File: src/sv/fcfr_pkg.sv
`timescale 1ns / 1ps
// Package for the rotating-frame central convective flux block.
// Holds the face record, word constants and the flux microcode table.
package fcfr_pkg;

    localparam int WORD_W = 32;
    localparam int FRAC_W = 16;
    localparam int STEP_W = 6;
    localparam logic [STEP_W-1:0] LAST_STEP = 6'd37;

    typedef struct packed {
        logic [WORD_W-1:0] density;
        logic [WORD_W-1:0] vel_x;
        logic [WORD_W-1:0] vel_y;
        logic [WORD_W-1:0] vel_z;
        logic [WORD_W-1:0] pressure;
        logic [WORD_W-1:0] area_x;
        logic [WORD_W-1:0] area_y;
        logic [WORD_W-1:0] area_z;
        logic [WORD_W-1:0] face_x;
        logic [WORD_W-1:0] face_y;
    } face_t;

    typedef enum logic [1:0] {
        OP_MUL = 2'd0,
        OP_ADD = 2'd1,
        OP_SUB = 2'd2,
        OP_NEG = 2'd3
    } op_t;

    typedef enum logic [4:0] {
        RG_D    = 5'd0,
        RG_U    = 5'd1,
        RG_V    = 5'd2,
        RG_W    = 5'd3,
        RG_P    = 5'd4,
        RG_SX   = 5'd5,
        RG_SY   = 5'd6,
        RG_SZ   = 5'd7,
        RG_FX   = 5'd8,
        RG_FY   = 5'd9,
        RG_ROT  = 5'd10,
        RG_IGM  = 5'd11,
        RG_HALF = 5'd12,
        RG_T0   = 5'd13,
        RG_T1   = 5'd14,
        RG_T2   = 5'd15,
        RG_T3   = 5'd16,
        RG_T4   = 5'd17,
        RG_R0   = 5'd18,
        RG_R1   = 5'd19,
        RG_R2   = 5'd20,
        RG_R3   = 5'd21,
        RG_R4   = 5'd22
    } reg_t;

    typedef struct packed {
        op_t  op;
        reg_t dst;
        reg_t src_a;
        reg_t src_b;
    } uop_t;

    typedef enum logic [2:0] {
        ST_IDLE = 3'b001,
        ST_RUN  = 3'b010,
        ST_OUT  = 3'b100
    } back_state_t;

    typedef struct packed {
        logic full;
        logic empty;
    } q_status_t;

    function automatic uop_t uop_at(input logic [STEP_W-1:0] step);
        uop_t u;
        case (step)
            6'd0:    u = '{OP_MUL, RG_T0, RG_FY, RG_ROT};
            6'd1:    u = '{OP_NEG, RG_T0, RG_T0, RG_T0};
            6'd2:    u = '{OP_MUL, RG_T1, RG_FX, RG_ROT};
            6'd3:    u = '{OP_MUL, RG_T2, RG_U, RG_SX};
            6'd4:    u = '{OP_MUL, RG_T3, RG_V, RG_SY};
            6'd5:    u = '{OP_ADD, RG_T2, RG_T2, RG_T3};
            6'd6:    u = '{OP_MUL, RG_T3, RG_W, RG_SZ};
            6'd7:    u = '{OP_ADD, RG_T2, RG_T2, RG_T3};
            6'd8:    u = '{OP_MUL, RG_T0, RG_T0, RG_SX};
            6'd9:    u = '{OP_MUL, RG_T1, RG_T1, RG_SY};
            6'd10:   u = '{OP_ADD, RG_T0, RG_T0, RG_T1};
            6'd11:   u = '{OP_SUB, RG_T1, RG_T2, RG_T0};
            6'd12:   u = '{OP_MUL, RG_T2, RG_U, RG_U};
            6'd13:   u = '{OP_MUL, RG_T3, RG_V, RG_V};
            6'd14:   u = '{OP_ADD, RG_T2, RG_T2, RG_T3};
            6'd15:   u = '{OP_MUL, RG_T3, RG_W, RG_W};
            6'd16:   u = '{OP_ADD, RG_T2, RG_T2, RG_T3};
            6'd17:   u = '{OP_MUL, RG_T2, RG_D, RG_T2};
            6'd18:   u = '{OP_MUL, RG_T2, RG_T2, RG_HALF};
            6'd19:   u = '{OP_MUL, RG_T3, RG_P, RG_IGM};
            6'd20:   u = '{OP_ADD, RG_T2, RG_T3, RG_T2};
            6'd21:   u = '{OP_ADD, RG_T2, RG_T2, RG_P};
            6'd22:   u = '{OP_MUL, RG_T2, RG_T2, RG_T1};
            6'd23:   u = '{OP_MUL, RG_T3, RG_P, RG_T0};
            6'd24:   u = '{OP_ADD, RG_R4, RG_T2, RG_T3};
            6'd25:   u = '{OP_MUL, RG_R0, RG_D, RG_T1};
            6'd26:   u = '{OP_MUL, RG_T3, RG_D, RG_U};
            6'd27:   u = '{OP_MUL, RG_T3, RG_T3, RG_T1};
            6'd28:   u = '{OP_MUL, RG_T4, RG_P, RG_SX};
            6'd29:   u = '{OP_ADD, RG_R1, RG_T3, RG_T4};
            6'd30:   u = '{OP_MUL, RG_T3, RG_D, RG_V};
            6'd31:   u = '{OP_MUL, RG_T3, RG_T3, RG_T1};
            6'd32:   u = '{OP_MUL, RG_T4, RG_P, RG_SY};
            6'd33:   u = '{OP_ADD, RG_R2, RG_T3, RG_T4};
            6'd34:   u = '{OP_MUL, RG_T3, RG_D, RG_W};
            6'd35:   u = '{OP_MUL, RG_T3, RG_T3, RG_T1};
            6'd36:   u = '{OP_MUL, RG_T4, RG_P, RG_SZ};
            6'd37:   u = '{OP_ADD, RG_R3, RG_T3, RG_T4};
            default: u = '{OP_ADD, RG_T0, RG_T0, RG_T0};
        endcase
        return u;
    endfunction

endpackage

File: src/sv/fcfr_front.sv
`timescale 1ns / 1ps
// Front end: accepts cells, holds the previous cell and forms face averages.
// Depends on fcfr_pkg.
module fcfr_front (
    input  logic                   clk,
    input  logic                   rst_n,
    input  logic                   in_valid,
    output logic                   in_ready,
    input  logic                   line_start,
    input  fcfr_pkg::face_t        cell_in,
    input  fcfr_pkg::q_status_t    q_status,
    output logic                   push,
    output fcfr_pkg::face_t        push_data
);
    import fcfr_pkg::*;

    logic              have_prev_reg;
    logic              have_prev_next;
    logic [WORD_W-1:0] prev_d_reg, prev_u_reg, prev_v_reg, prev_w_reg, prev_p_reg;
    logic              accept;

    function automatic logic [WORD_W-1:0] avg(input logic [WORD_W-1:0] a,
                                               input logic [WORD_W-1:0] b);
        logic [WORD_W:0] s;
        s = {a[WORD_W-1], a} + {b[WORD_W-1], b};
        return s[WORD_W:1];
    endfunction

    assign in_ready       = !q_status.full;
    assign accept         = in_valid && in_ready;
    assign push           = accept && !line_start && have_prev_reg;
    assign have_prev_next = have_prev_reg || accept;

    always_comb
    begin
        push_data          = cell_in;
        push_data.density  = avg(cell_in.density, prev_d_reg);
        push_data.vel_x    = avg(cell_in.vel_x, prev_u_reg);
        push_data.vel_y    = avg(cell_in.vel_y, prev_v_reg);
        push_data.vel_z    = avg(cell_in.vel_z, prev_w_reg);
        push_data.pressure = avg(cell_in.pressure, prev_p_reg);
    end

    always_ff @(posedge clk or negedge rst_n)
    begin
        if (!rst_n)
        begin
            have_prev_reg <= 1'b0;
        end
        else
        begin
            have_prev_reg <= have_prev_next;
        end
    end

    always_ff @(posedge clk)
    begin
        if (accept)
        begin
            prev_d_reg <= cell_in.density;
            prev_u_reg <= cell_in.vel_x;
            prev_v_reg <= cell_in.vel_y;
            prev_w_reg <= cell_in.vel_z;
            prev_p_reg <= cell_in.pressure;
        end
    end

`ifndef NO_ASSERTIONS
    a_no_push_when_full: assert property (@(posedge clk) disable iff (!rst_n)
        push |-> !q_status.full)
        else $error("face pushed into a full queue");
    a_first_cell_silent: assert property (@(posedge clk) disable iff (!rst_n)
        (accept && line_start) |-> !push)
        else $error("line start produced a face");
    a_prev_held: assert property (@(posedge clk) disable iff (!rst_n)
        accept |=> have_prev_reg)
        else $error("accepted cell not held");
`endif
endmodule

File: src/sv/fcfr_queue.sv
`timescale 1ns / 1ps
// Two-entry queue of face records between the front and back ends.
// Depends on fcfr_pkg.
module fcfr_queue (
    input  logic                clk,
    input  logic                rst_n,
    input  logic                push,
    input  fcfr_pkg::face_t     push_data,
    input  logic                pop,
    output fcfr_pkg::face_t     head,
    output fcfr_pkg::q_status_t status
);
    import fcfr_pkg::*;

    face_t      entry_reg [2];
    logic       wr_ptr_reg, wr_ptr_next;
    logic       rd_ptr_reg, rd_ptr_next;
    logic [1:0] count_reg, count_next;

    assign head         = entry_reg[rd_ptr_reg];
    assign status.full  = count_reg == 2'd2;
    assign status.empty = count_reg == 2'd0;
    assign wr_ptr_next  = push ? !wr_ptr_reg : wr_ptr_reg;
    assign rd_ptr_next  = pop ? !rd_ptr_reg : rd_ptr_reg;

    always_comb
    begin
        count_next = count_reg;
        if (push && !pop)
        begin
            count_next = count_reg + 2'd1;
        end
        else if (pop && !push)
        begin
            count_next = count_reg - 2'd1;
        end
    end

    always_ff @(posedge clk or negedge rst_n)
    begin
        if (!rst_n)
        begin
            wr_ptr_reg <= 1'b0;
            rd_ptr_reg <= 1'b0;
            count_reg  <= 2'd0;
        end
        else
        begin
            wr_ptr_reg <= wr_ptr_next;
            rd_ptr_reg <= rd_ptr_next;
            count_reg  <= count_next;
        end
    end

    always_ff @(posedge clk)
    begin
        if (push)
        begin
            entry_reg[wr_ptr_reg] <= push_data;
        end
    end

`ifndef NO_ASSERTIONS
    a_count_range: assert property (@(posedge clk) disable iff (!rst_n)
        count_reg != 2'd3)
        else $error("queue count out of range");
    a_no_pop_empty: assert property (@(posedge clk) disable iff (!rst_n)
        pop |-> !status.empty)
        else $error("pop from empty queue");
    a_ptr_count: assert property (@(posedge clk) disable iff (!rst_n)
        (count_reg == 2'd1) |-> (wr_ptr_reg != rd_ptr_reg))
        else $error("queue pointers disagree with count");
`endif
endmodule

File: src/sv/fcfr_back.sv
`timescale 1ns / 1ps
// Back end: evaluates the five fluxes of one face with one shared saturating
// multiplier and adder stepped by the microcode table. Depends on fcfr_pkg.
module fcfr_back (
    input  logic                        clk,
    input  logic                        rst_n,
    input  fcfr_pkg::q_status_t         q_status,
    input  fcfr_pkg::face_t             head,
    output logic                        pop,
    input  logic [30:0]                 inv_gamma_minus_one,
    input  logic [fcfr_pkg::WORD_W-1:0] rotation_speed,
    output logic                        out_valid,
    input  logic                        out_ready,
    output logic [5*fcfr_pkg::WORD_W-1:0] out_data
);
    import fcfr_pkg::*;

    localparam logic [WORD_W-1:0] HALF = WORD_W'(1) << (FRAC_W - 1);
    localparam logic [2*WORD_W-FRAC_W-1:0] LIM_POS =
        (2*WORD_W-FRAC_W)'({1'b0, {(WORD_W-1){1'b1}}});
    localparam logic [2*WORD_W-FRAC_W-1:0] LIM_NEG =
        (2*WORD_W-FRAC_W)'({1'b1, {(WORD_W-1){1'b0}}});

    back_state_t       state_reg, state_next;
    logic [STEP_W-1:0] step_reg, step_next;
    logic              phase_reg, phase_next;
    face_t             face_reg;
    logic [WORD_W-1:0] t0_reg, t1_reg, t2_reg, t3_reg, t4_reg;
    logic [WORD_W-1:0] r0_reg, r1_reg, r2_reg, r3_reg, r4_reg;
    logic [2*WORD_W-1:0] prod_reg;
    logic              neg_reg;
    logic [WORD_W+1:0] sum_reg;
    op_t               op_reg;
    reg_t              dst_reg;
    uop_t              uop;
    logic [WORD_W-1:0] opa, opb, mag_a, mag_b, result;
    logic [WORD_W+1:0] sa, sb, sum_next;
    logic [2*WORD_W-FRAC_W-1:0] shifted, lim, smag;

    function automatic logic [WORD_W-1:0] pick(input reg_t sel, input face_t f,
        input logic [WORD_W-1:0] igm, input logic [WORD_W-1:0] rot,
        input logic [WORD_W-1:0] t0, input logic [WORD_W-1:0] t1,
        input logic [WORD_W-1:0] t2, input logic [WORD_W-1:0] t3,
        input logic [WORD_W-1:0] t4);
        logic [WORD_W-1:0] v;
        case (sel)
            RG_D:    v = f.density;
            RG_U:    v = f.vel_x;
            RG_V:    v = f.vel_y;
            RG_W:    v = f.vel_z;
            RG_P:    v = f.pressure;
            RG_SX:   v = f.area_x;
            RG_SY:   v = f.area_y;
            RG_SZ:   v = f.area_z;
            RG_FX:   v = f.face_x;
            RG_FY:   v = f.face_y;
            RG_ROT:  v = rot;
            RG_IGM:  v = igm;
            RG_HALF: v = HALF;
            RG_T0:   v = t0;
            RG_T1:   v = t1;
            RG_T2:   v = t2;
            RG_T3:   v = t3;
            RG_T4:   v = t4;
            default: v = '0;
        endcase
        return v;
    endfunction

    assign uop = uop_at(step_reg);
    assign opa = pick(uop.src_a, face_reg, {1'b0, inv_gamma_minus_one}, rotation_speed,
                      t0_reg, t1_reg, t2_reg, t3_reg, t4_reg);
    assign opb = pick(uop.src_b, face_reg, {1'b0, inv_gamma_minus_one}, rotation_speed,
                      t0_reg, t1_reg, t2_reg, t3_reg, t4_reg);
    assign mag_a = opa[WORD_W-1] ? (WORD_W'(0) - opa) : opa;
    assign mag_b = opb[WORD_W-1] ? (WORD_W'(0) - opb) : opb;
    assign sa    = {{2{opa[WORD_W-1]}}, opa};
    assign sb    = {{2{opb[WORD_W-1]}}, opb};

    always_comb
    begin
        case (uop.op)
            OP_ADD:  sum_next = sa + sb;
            OP_SUB:  sum_next = sa - sb;
            OP_NEG:  sum_next = (WORD_W+2)'(0) - sa;
            default: sum_next = '0;
        endcase
    end

    assign shifted = prod_reg[2*WORD_W-1:FRAC_W];
    assign lim     = neg_reg ? LIM_NEG : LIM_POS;
    assign smag    = (shifted > lim) ? lim : shifted;

    always_comb
    begin
        if (op_reg == OP_MUL)
        begin
            result = neg_reg ? (WORD_W'(0) - smag[WORD_W-1:0]) : smag[WORD_W-1:0];
        end
        else if (sum_reg[WORD_W+1:WORD_W-1] == 3'b000 ||
                 sum_reg[WORD_W+1:WORD_W-1] == 3'b111)
        begin
            result = sum_reg[WORD_W-1:0];
        end
        else
        begin
            result = sum_reg[WORD_W+1] ? {1'b1, {(WORD_W-1){1'b0}}}
                                       : {1'b0, {(WORD_W-1){1'b1}}};
        end
    end

    assign pop       = (state_reg == ST_IDLE) && !q_status.empty;
    assign out_valid = state_reg == ST_OUT;
    assign out_data  = {r4_reg, r3_reg, r2_reg, r1_reg, r0_reg};

    always_comb
    begin
        state_next = state_reg;
        step_next  = step_reg;
        phase_next = phase_reg;
        case (state_reg)
            ST_IDLE:
            begin
                if (pop)
                begin
                    state_next = ST_RUN;
                    step_next  = '0;
                    phase_next = 1'b0;
                end
            end
            ST_RUN:
            begin
                phase_next = !phase_reg;
                if (phase_reg)
                begin
                    if (step_reg == LAST_STEP)
                    begin
                        state_next = ST_OUT;
                    end
                    else
                    begin
                        step_next = step_reg + STEP_W'(1);
                    end
                end
            end
            ST_OUT:
            begin
                if (out_ready)
                begin
                    state_next = ST_IDLE;
                end
            end
            default:
            begin
                state_next = ST_IDLE;
            end
        endcase
    end

    always_ff @(posedge clk or negedge rst_n)
    begin
        if (!rst_n)
        begin
            state_reg <= ST_IDLE;
            step_reg  <= '0;
            phase_reg <= 1'b0;
        end
        else
        begin
            state_reg <= state_next;
            step_reg  <= step_next;
            phase_reg <= phase_next;
        end
    end

    always_ff @(posedge clk)
    begin
        if (pop)
        begin
            face_reg <= head;
        end
        if (state_reg == ST_RUN && !phase_reg)
        begin
            prod_reg <= mag_a * mag_b;
            neg_reg  <= opa[WORD_W-1] ^ opb[WORD_W-1];
            sum_reg  <= sum_next;
            op_reg   <= uop.op;
            dst_reg  <= uop.dst;
        end
        if (state_reg == ST_RUN && phase_reg)
        begin
            case (dst_reg)
                RG_T0:   t0_reg <= result;
                RG_T1:   t1_reg <= result;
                RG_T2:   t2_reg <= result;
                RG_T3:   t3_reg <= result;
                RG_T4:   t4_reg <= result;
                RG_R0:   r0_reg <= result;
                RG_R1:   r1_reg <= result;
                RG_R2:   r2_reg <= result;
                RG_R3:   r3_reg <= result;
                RG_R4:   r4_reg <= result;
                default: ;
            endcase
        end
    end

`ifndef NO_ASSERTIONS
    a_step_range: assert property (@(posedge clk) disable iff (!rst_n)
        step_reg <= LAST_STEP)
        else $error("microcode step out of range");
    a_result_after_last: assert property (@(posedge clk) disable iff (!rst_n)
        $rose(out_valid) |-> $past(step_reg) == LAST_STEP)
        else $error("result shown before the last step");
    a_pop_only_idle: assert property (@(posedge clk) disable iff (!rst_n)
        pop |=> state_reg == ST_RUN && step_reg == '0)
        else $error("face taken without starting a run");
`endif
endmodule

File: src/sv/face_convective_flux_rotating_core.sv
`timescale 1ns / 1ps
// A face's result is offered after its cell is accepted, pushed into the queue,
// taken by the sequencer and run through 38 steps of the shared multiplier and
// adder; it then waits in the output registers until taken. The sequencer takes
// no new face until that result is taken; the two-entry queue keeps taking cells
// meanwhile until it is full. Reset clears the held-cell flag, the queue
// and the sequencer; configuration resets to 2.5 and zero.
module face_convective_flux_rotating_core (
    input  logic         clk,
    input  logic         rst_n,
    input  logic         s_tvalid,
    output logic         s_tready,
    // density, vel_x, vel_y, vel_z, pressure, area_x, area_y, area_z,
    // face_x, face_y, 32 bits each from the lowest bit up.
    input  logic [319:0] s_tdata,
    // line_start.
    input  logic         s_tuser,
    output logic         m_tvalid,
    input  logic         m_tready,
    // flux_mass, flux_mom_x, flux_mom_y, flux_mom_z, flux_energy, from bit 0.
    output logic [159:0] m_tdata,
    input  logic         cfg_we,
    input  logic         cfg_index,
    input  logic [31:0]  cfg_data
);
    import fcfr_pkg::*;

    localparam logic CFG_IGM = 1'b0;
    localparam logic CFG_ROT = 1'b1;

    logic [30:0]       igm_reg;
    logic [WORD_W-1:0] rot_reg;
    face_t             cell_in, push_data, head;
    q_status_t         q_status;
    logic              push, pop;

    assign cell_in.density  = s_tdata[31:0];
    assign cell_in.vel_x    = s_tdata[63:32];
    assign cell_in.vel_y    = s_tdata[95:64];
    assign cell_in.vel_z    = s_tdata[127:96];
    assign cell_in.pressure = s_tdata[159:128];
    assign cell_in.area_x   = s_tdata[191:160];
    assign cell_in.area_y   = s_tdata[223:192];
    assign cell_in.area_z   = s_tdata[255:224];
    assign cell_in.face_x   = s_tdata[287:256];
    assign cell_in.face_y   = s_tdata[319:288];

    always_ff @(posedge clk or negedge rst_n)
    begin
        if (!rst_n)
        begin
            igm_reg <= 31'd163840;
            rot_reg <= '0;
        end
        else if (cfg_we)
        begin
            case (cfg_index)
                CFG_IGM: igm_reg <= cfg_data[30:0];
                CFG_ROT: rot_reg <= cfg_data;
                default: ;
            endcase
        end
    end

    fcfr_front u_front (
        .clk        (clk),
        .rst_n      (rst_n),
        .in_valid   (s_tvalid),
        .in_ready   (s_tready),
        .line_start (s_tuser),
        .cell_in    (cell_in),
        .q_status   (q_status),
        .push       (push),
        .push_data  (push_data)
    );

    fcfr_queue u_queue (
        .clk       (clk),
        .rst_n     (rst_n),
        .push      (push),
        .push_data (push_data),
        .pop       (pop),
        .head      (head),
        .status    (q_status)
    );

    fcfr_back u_back (
        .clk                 (clk),
        .rst_n               (rst_n),
        .q_status            (q_status),
        .head                (head),
        .pop                 (pop),
        .inv_gamma_minus_one (igm_reg),
        .rotation_speed      (rot_reg),
        .out_valid           (m_tvalid),
        .out_ready           (m_tready),
        .out_data            (m_tdata)
    );
endmodule
File: config.mk
export PLATFORM = sky130hd
export DESIGN_NAME = face_convective_flux_rotating_core
export DESIGN_NICKNAME = d
export VERILOG_FILES = /design/src/sv/fcfr_pkg.sv /design/src/sv/fcfr_front.sv /design/src/sv/fcfr_queue.sv /design/src/sv/fcfr_back.sv /design/src/sv/face_convective_flux_rotating_core.sv
export SDC_FILE = /design/constraint.sdc
export NUM_CORES = 2
export LEC_CHECK = 0
export ABC_AREA = 1
export BUFFER_PORTS_ARGS = -buffer_cell sky130_fd_sc_hd__buf_2
export CORE_UTILIZATION = 60
export DETAILED_ROUTE_END_ITERATION = 8
export PLACE_DENSITY_LB_ADDON = 0.08
export SETUP_SLACK_MARGIN = 0.3
export SLEW_MARGIN = 20
export SYNTH_ARGS = -nofsm -noshare
export SYNTH_HDL_FRONTEND = slang
export SYNTH_HIERARCHICAL = 1
export SYNTH_SLANG_ARGS = --single-unit
File: constraint.sdc
create_clock -name clk -period 47.2 [get_ports clk]
set_clock_uncertainty 0.05 [all_clocks]
set_input_delay 4.72 -clock clk [delete_from_list [all_inputs] [get_ports clk]]
set_output_delay 4.72 -clock clk [all_outputs]
set_load 0.005 [all_outputs]
* Word level (Yosys, flattened, before mapping)
Memories as Yosys holds them, arrays and structs flattened. A register that Yosys moved wholly into a read port is not among the register bits.
Cells that the tools add are included.
** Operators by class
- Add/subtract/negate cells :: 14
- Multiply operators :: 1
- $lt $le $gt $ge :: 1
- Equality and inequality tests :: 58
- Muxes and demuxes :: 26
- Bitwise logic cells :: 2
- Reduce and logical (&&, ||, !) cells :: 40
** Operators with widths (number)
- 32-bit one-hot mux with 18 select lines :: 2
- 32-bit 2-to-1 mux :: 8
- 32-bit by 32-bit adder with 33-bit output :: 6
- 34-bit one-hot mux with 3 select lines :: 1
- 1-bit by 32-bit subtractor with 32-bit output, first input constant :: 3
- 5-bit by 4-bit == test with 1-bit output, second input constant :: 19
- 32-bit by 32-bit multiplier with 64-bit output :: 1
- 5-bit == test, second input constant :: 11
- 48-bit by 32-bit > comparator with 1-bit output :: 1
- 5-bit by 3-bit == test with 1-bit output, second input constant :: 8
- 1-bit by 32-bit subtractor with 33-bit output, first input constant :: 1
- 32-bit by 32-bit subtractor with 33-bit output :: 1
- 2-bit AND reduction :: 13
- 5-bit by 2-bit == test with 1-bit output, second input constant :: 4
- 6-bit 2-to-1 mux :: 3
- 3-bit 2-to-1 mux :: 4
- 6-bit one-hot mux with 2 select lines :: 1
- 5-bit by 1-bit == test with 1-bit output, second input constant :: 2
- 5-bit logical NOT :: 2
- 3-bit one-hot mux with 3 select lines :: 1
- 1-bit logical AND :: 8
- 1-bit logical NOT :: 8
- 4-bit AND reduction :: 2
- 6-bit by 1-bit adder with 6-bit output, second input constant :: 1
- other kinds (19) :: 31
** Word-level totals
- Bits in registers :: 664
- Memory bits (writable) :: 640
- Bits in read-only memories :: 1088
- Bits of input ports :: 359
- Output and inout port bits :: 162
- Word-level logic and storage cells :: 173
- Memories kept :: 2
** Memory list
- (name not given) :: depth 64, bits a word 17, rd ports 1, clocked after Yosys merged registers in 0, wr ports 0, line fcfr_pkg.sv:77 : case (step)
- u_queue.entry_reg :: depth 2, bits a word 320, rd ports 1, clocked after Yosys merged registers in 1, wr ports 1, line fcfr_queue.sv:15 : face_t entry_reg [2];

* Logic depth before layout (Yosys ltp)
- Depth in word-level cells :: 9
- Gate-level depth with buffers :: 63
- Gate-level depth less buffers :: 59

* Hierarchy
Netlist, hierarchy kept.
** Modules (own cells, without submodules)
- fcfr_back :: instances 1, cells an instance 8196, area each 72386.9 um^2, seq. area each 22142.5 um^2
- fcfr_queue :: instances 1, cells an instance 1021, area each 24733.7 um^2, seq. area each 19318.5 um^2
- fcfr_front :: instances 1, cells an instance 2917, area each 18169.9 um^2, seq. area each 4829.6 um^2
- face_convective_flux_rotating_core :: instances 1, cells an instance 275, area each 2509.9 um^2, seq. area each 1579.0 um^2

* Worst setup path after synthesis
No wires, ideal clock.
- Kind :: in2reg
- From :: input s_tvalid
- To :: memory u_queue/entry_reg[0][0] (netlist name), enable pin
- Library setup time :: 1.007 ns
- Arrival time :: 18.441 ns
- Data required time :: 46.143 ns
- Slack :: 27.701 ns
- Stages on the path :: 4
- Buffers on the path :: 0
- Cell sequence :: nand2_1 > nor3_1 > inv_1 > nor2_1
** Between the ends
- Cells in the longest elaborated chain, start to end :: 5
** Ends and longest elaborated chain
- start: declaration :: line face_convective_flux_rotating_core.sv:11 : input logic s_tvalid,
- 1-bit logical AND :: line fcfr_front.sv:30 : assign accept = in_valid && in_ready;
- 1-bit logical AND (2 in a row) :: line fcfr_front.sv:31 : assign push = accept && !line_start && have_prev_reg;
- net push :: line face_convective_flux_rotating_core.sv:35 : logic push, pop;
- 1-bit 2-to-1 mux :: line fcfr_queue.sv:57 : if (push)
- 1-bit 2-to-1 mux (not written as such) :: line fcfr_queue.sv:59 : entry_reg[wr_ptr_reg] <= push_data;
- end: declaration :: line fcfr_queue.sv:15
The timed path passes the listed nets, and every way through them passes these cells.

* Worst setup path after layout
- From :: register u_back.step_reg[0]
- To :: register u_back.prod_reg[59] (data pin)
** Between the ends
- Cells in the longest elaborated chain, start to end :: 6
- Elaborated cells on any way between the ends :: 44
- Classes of those cells :: 2 x add/sub; 1 x mul; 34 x eq/ne; 4 x mux; 2 x reduce/logical; 1 x memory
** Ends and longest elaborated chain
- start: declaration :: line fcfr_back.sv:25 : logic [STEP_W-1:0] step_reg, step_next;
- start signal: assignment :: line fcfr_back.sv:171 : step_reg <= step_next;
- memory read 64 x 17 bit (*)
- 5-bit == test, or another cell as far along :: line fcfr_back.sv:46 : case (sel)
- 32-bit one-hot mux with 18 select lines :: line fcfr_back.sv:46
- 1-bit by 32-bit subtractor with 32-bit output, on equally long branches :: line fcfr_back.sv:75, fcfr_back.sv:76
- 32-bit 2-to-1 mux, on equally long branches :: line fcfr_back.sv:75, fcfr_back.sv:76
- 32-bit by 32-bit multiplier with 64-bit output (*) :: line fcfr_back.sv:184 : prod_reg <= mag_a * mag_b;
- end signal: assignment :: line fcfr_back.sv:184
- end: declaration :: line fcfr_back.sv:30 : logic [2*WORD_W-1:0] prod_reg;
Every way passes the cells marked *; elsewhere a longest branch is shown, timed or not.
A chain may end at the register's enable or synchronous reset.

==> impl_metrics.env <==
export IMPL_drt_total_wl_mm=423
export IMPL_cp_end_kind="register"
export IMPL_r2r_start="u_back/step_reg[0]$_DFFE_PN0P_"
export IMPL_min_from="u_front/have_prev_reg$_DFF_PN0_"
export IMPL_register_area_mm2=0.0479
export IMPL_start_util=0.604
export IMPL_cts_htree_levels=4
export IMPL_synth_seq_cells=1607
export IMPL_detail_route_antenna_nets=0
export IMPL_rrSetupSlack_ns=32.86
export IMPL_finalCritPeriodShare=0.304
export IMPL_intPower_uw=2640
export IMPL_grt_total_usage=0.425
export IMPL_criticalPathCategory="register to register"
export IMPL_synth_ff_type="edfxtp_1"
export IMPL_placementRows=162
export IMPL_maxSlewViolCount=0
export IMPL_seq_power_share=0.488
export IMPL_fin_util=0.651
export IMPL_power_density_mw_per_mm2=28.3
export IMPL_synth_edf_count=1529
export IMPL_swShare=0.267
export IMPL_drv_cap=0
export IMPL_ys_types=77
export IMPL_path_buf_inv=7
export IMPL_syn_inst=12409
export IMPL_crit_top_cell="nor2_1"
export IMPL_cp_top_family="adder cells"
export IMPL_fin_area_mm2=0.127
export IMPL_max_stage_delay_ns=0.82
export IMPL_postSynthAreaPerCell_um2=9.49
export IMPL_ys_top_cells_by_area="edfxtp_1 (39%), fa_1 (15%), nand2_1 (9.5%)"
export IMPL_crit_cells=47
export IMPL_syn_to_final_growth_pct=7.78
export IMPL_final_nets=14486
export IMPL_start_kind="register"
export IMPL_p_switching_uw=960
export IMPL_drt_iter0_markers=11718
export IMPL_worst_path_max_delay_cell="clkinv_1"
export IMPL_worstRegToRegCells=47
export IMPL_finalSetupViolations=0
export IMPL_synthArstFlopShare=0.0485
export IMPL_gp_congestion=1.06
export IMPL_clkPwrFrac=0.375
export IMPL_largest_reg_flops=640
export IMPL_dp_hpwl_mm=321
export IMPL_synthTopCellsByCount="nand2_1 (2969), inv_1 (2161), edfxtp_1 (1529)"
export IMPL_cp_data_required_time_ns=47.69
export IMPL_antenna_found_initial=39
export IMPL_dpl_cell_area_mm2=0.121
export IMPL_fin_cells=15510
export IMPL_tightestPinTransition_ns=1.19
export IMPL_dieArea_mm2=0.198
export IMPL_yosysSeqAreaShare=0.406
export IMPL_clkLatencyLatePin_ns=0.88
export IMPL_worst_ir_drop_vdd_mv=0.0453
export IMPL_grt_max_degree=123
export IMPL_relSlewSlack=0.205
export IMPL_grt_pass1_wl_mm=605
export IMPL_clockBufferDepth=3
export IMPL_cts_hold_buf=0
export IMPL_overflow=0
export IMPL_cts_tree="yes"
export IMPL_core_area_mm2=0.195
export IMPL_pwr_share_comb=0.137
export IMPL_p_leak_uw=0.0593
export IMPL_cts_buffers=163
export IMPL_clk_pin_slew_ns=0.06
export IMPL_pin_count=521
export IMPL_crit_arrival_ns=14.83
export IMPL_hold_viol=0
export IMPL_drt_pre_antenna_iters=9
export IMPL_status="finished clean"
export IMPL_max_freq_mhz=69.8
export IMPL_clock_sinks=1607
export IMPL_synth_most_common_cell="nand2_1"
export IMPL_postCtsResizedCells=0
export IMPL_die_y_um=445
export IMPL_worst_hold_slack_ns=0.408
export IMPL_yosys_area_top_type="edfxtp_1"
export IMPL_grt_pass1_vias=91241
export IMPL_wl_per_cell_um=27.2
export IMPL_fill_cells=15736
export IMPL_placed_cells=15179
export IMPL_dieWidth_um=445
export IMPL_vias_per_cell=5.94
export IMPL_cts_setup_buffers=0
export IMPL_hold_path_class="register to register"
export IMPL_r2r_end="u_back/prod_reg[59]$_DFFE_PP_"
export IMPL_whs_endpoint="u_front/have_prev_reg$_DFF_PN0_"
export IMPL_cts_root_buf="clkbuf_16"
export IMPL_period_minus_slack_ns=14.34
export IMPL_drc=0
export IMPL_drive_above_1_share=0.129
export IMPL_multi_input_area_mm2=0.0580
export IMPL_syn_area_mm2=0.118
export IMPL_finalSetupTns_ns=0
export IMPL_synth_top_cell_area_share=0.390
export IMPL_rsz0062_at_grt="false"
export IMPL_synth_nets=14174
export IMPL_critPathMaxFanout=20
export IMPL_ys_warn_count=6
export IMPL_vias=92200
export IMPL_portBuffers=520
export IMPL_holdPathStages=2
==> worst min-delay path, delay by kind of cell, from the launching register on <==
kind / cells / cell delay, ns
buf+inv: 1 / 0.05
flops: 1 / 0.33
simple gates: 1 / 0.05
==> final cells by class <==
cell class / count / share of cell area
Timing Repair Buffer: 658 / 0.0289
Sequential cell: 1607 / 0.377
Antenna cell: 27 / 0.000532
Clock buffer: 199 / 0.0341
Tap cell: 2624 / 0.0259
Inverter: 2246 / 0.0667
Multi-Input combinational cell: 8045 / 0.457
Clock inverter: 104 / 0.0101
==> worst max-delay path by stage <==
stage	slack [ns]	startpoint	to
2_1_floorplan	27.70	s_tvalid	u_queue/entry_reg[0][0]$_DFFE_PP_
3_3_place_gp	33.69	u_back/step_reg[0]$_DFFE_PN0P_	u_back/prod_reg[59]$_DFFE_PP_
3_5_place_dp	33.43	u_back/step_reg[0]$_DFFE_PN0P_	u_back/prod_reg[59]$_DFFE_PP_
4_1_cts	33.32	u_back/step_reg[0]$_DFFE_PN0P_	u_back/prod_reg[59]$_DFFE_PP_
5_1_grt	32.34	u_back/step_reg[0]$_DFFE_PN0P_	u_back/prod_reg[59]$_DFFE_PP_
6_report	32.86	u_back/step_reg[0]$_DFFE_PN0P_	u_back/prod_reg[59]$_DFFE_PP_
==> metrics by stage <==
stage	setup WS [ns]	total power, uW
floorplan	27.70	2140
global placement	33.69	2250
detailed placement	33.43	2270
CTS	33.32	3610
global route	32.34	3720
finish	32.86	3600
==> placed cells by master, fill, tap and decap left out, types with 16 or more instances in the layout <==
master,n
a211oi_1,25
a21oi_1,437
a221oi_1,27
a31oi_1,18
buf_2,519
buf_4,137
bufinv_16,16
clkbuf_1,25
clkbuf_16,164
clkinv_1,34
clkinv_2,22
dfrtp_1,74
diode_2,27
edfxtp_1,1529
fa_1,901
ha_1,505
inv_1,2158
inv_2,64
mux2_2,30
mux2_4,290
nand2_1,2963
nand2_2,148
nand2_4,21
nand3_1,469
nand4_1,63
nor2_1,1219
nor2_2,76
nor2_4,31
nor3_1,52
o2111ai_1,18
o21a_1,24
o21ai_0,228
o21ai_1,31
o22ai_1,131
xnor2_1,16
xor2_1,129
==> layer usage <==
layer	track usage	vias to the layer above	wire length [um]
li1	-	39991	-
met1	0.526	44792	152000
met2	0.650	5907	187000
met3	0.120	1496	48900
met4	0.286	14	34800
met5	0	-	100
==> cell families after synthesis <==
group	count (synthesis)	synth area share
AOI/OAI and AO/OA	1045	0.0520
xor gates and xnor gates	145	0.0108
adders and majority gates	1406	0.207
buffers and inverters	2757	0.103
DFF	1607	0.406
muxes	320	0.0398
and+or+nand+nor	5129	0.181
==> power by group through the flow <==
stage,registers [uW],clock network [uW],logic [uW]
after floorplan,1810,0,335
after global placement,1780,0,472
after detailed placement,1780,0,485
after CTS,1750,1360,489
after global routing,1760,1410,543
final,1760,1350,494
(Power assumes the default switching activity.)
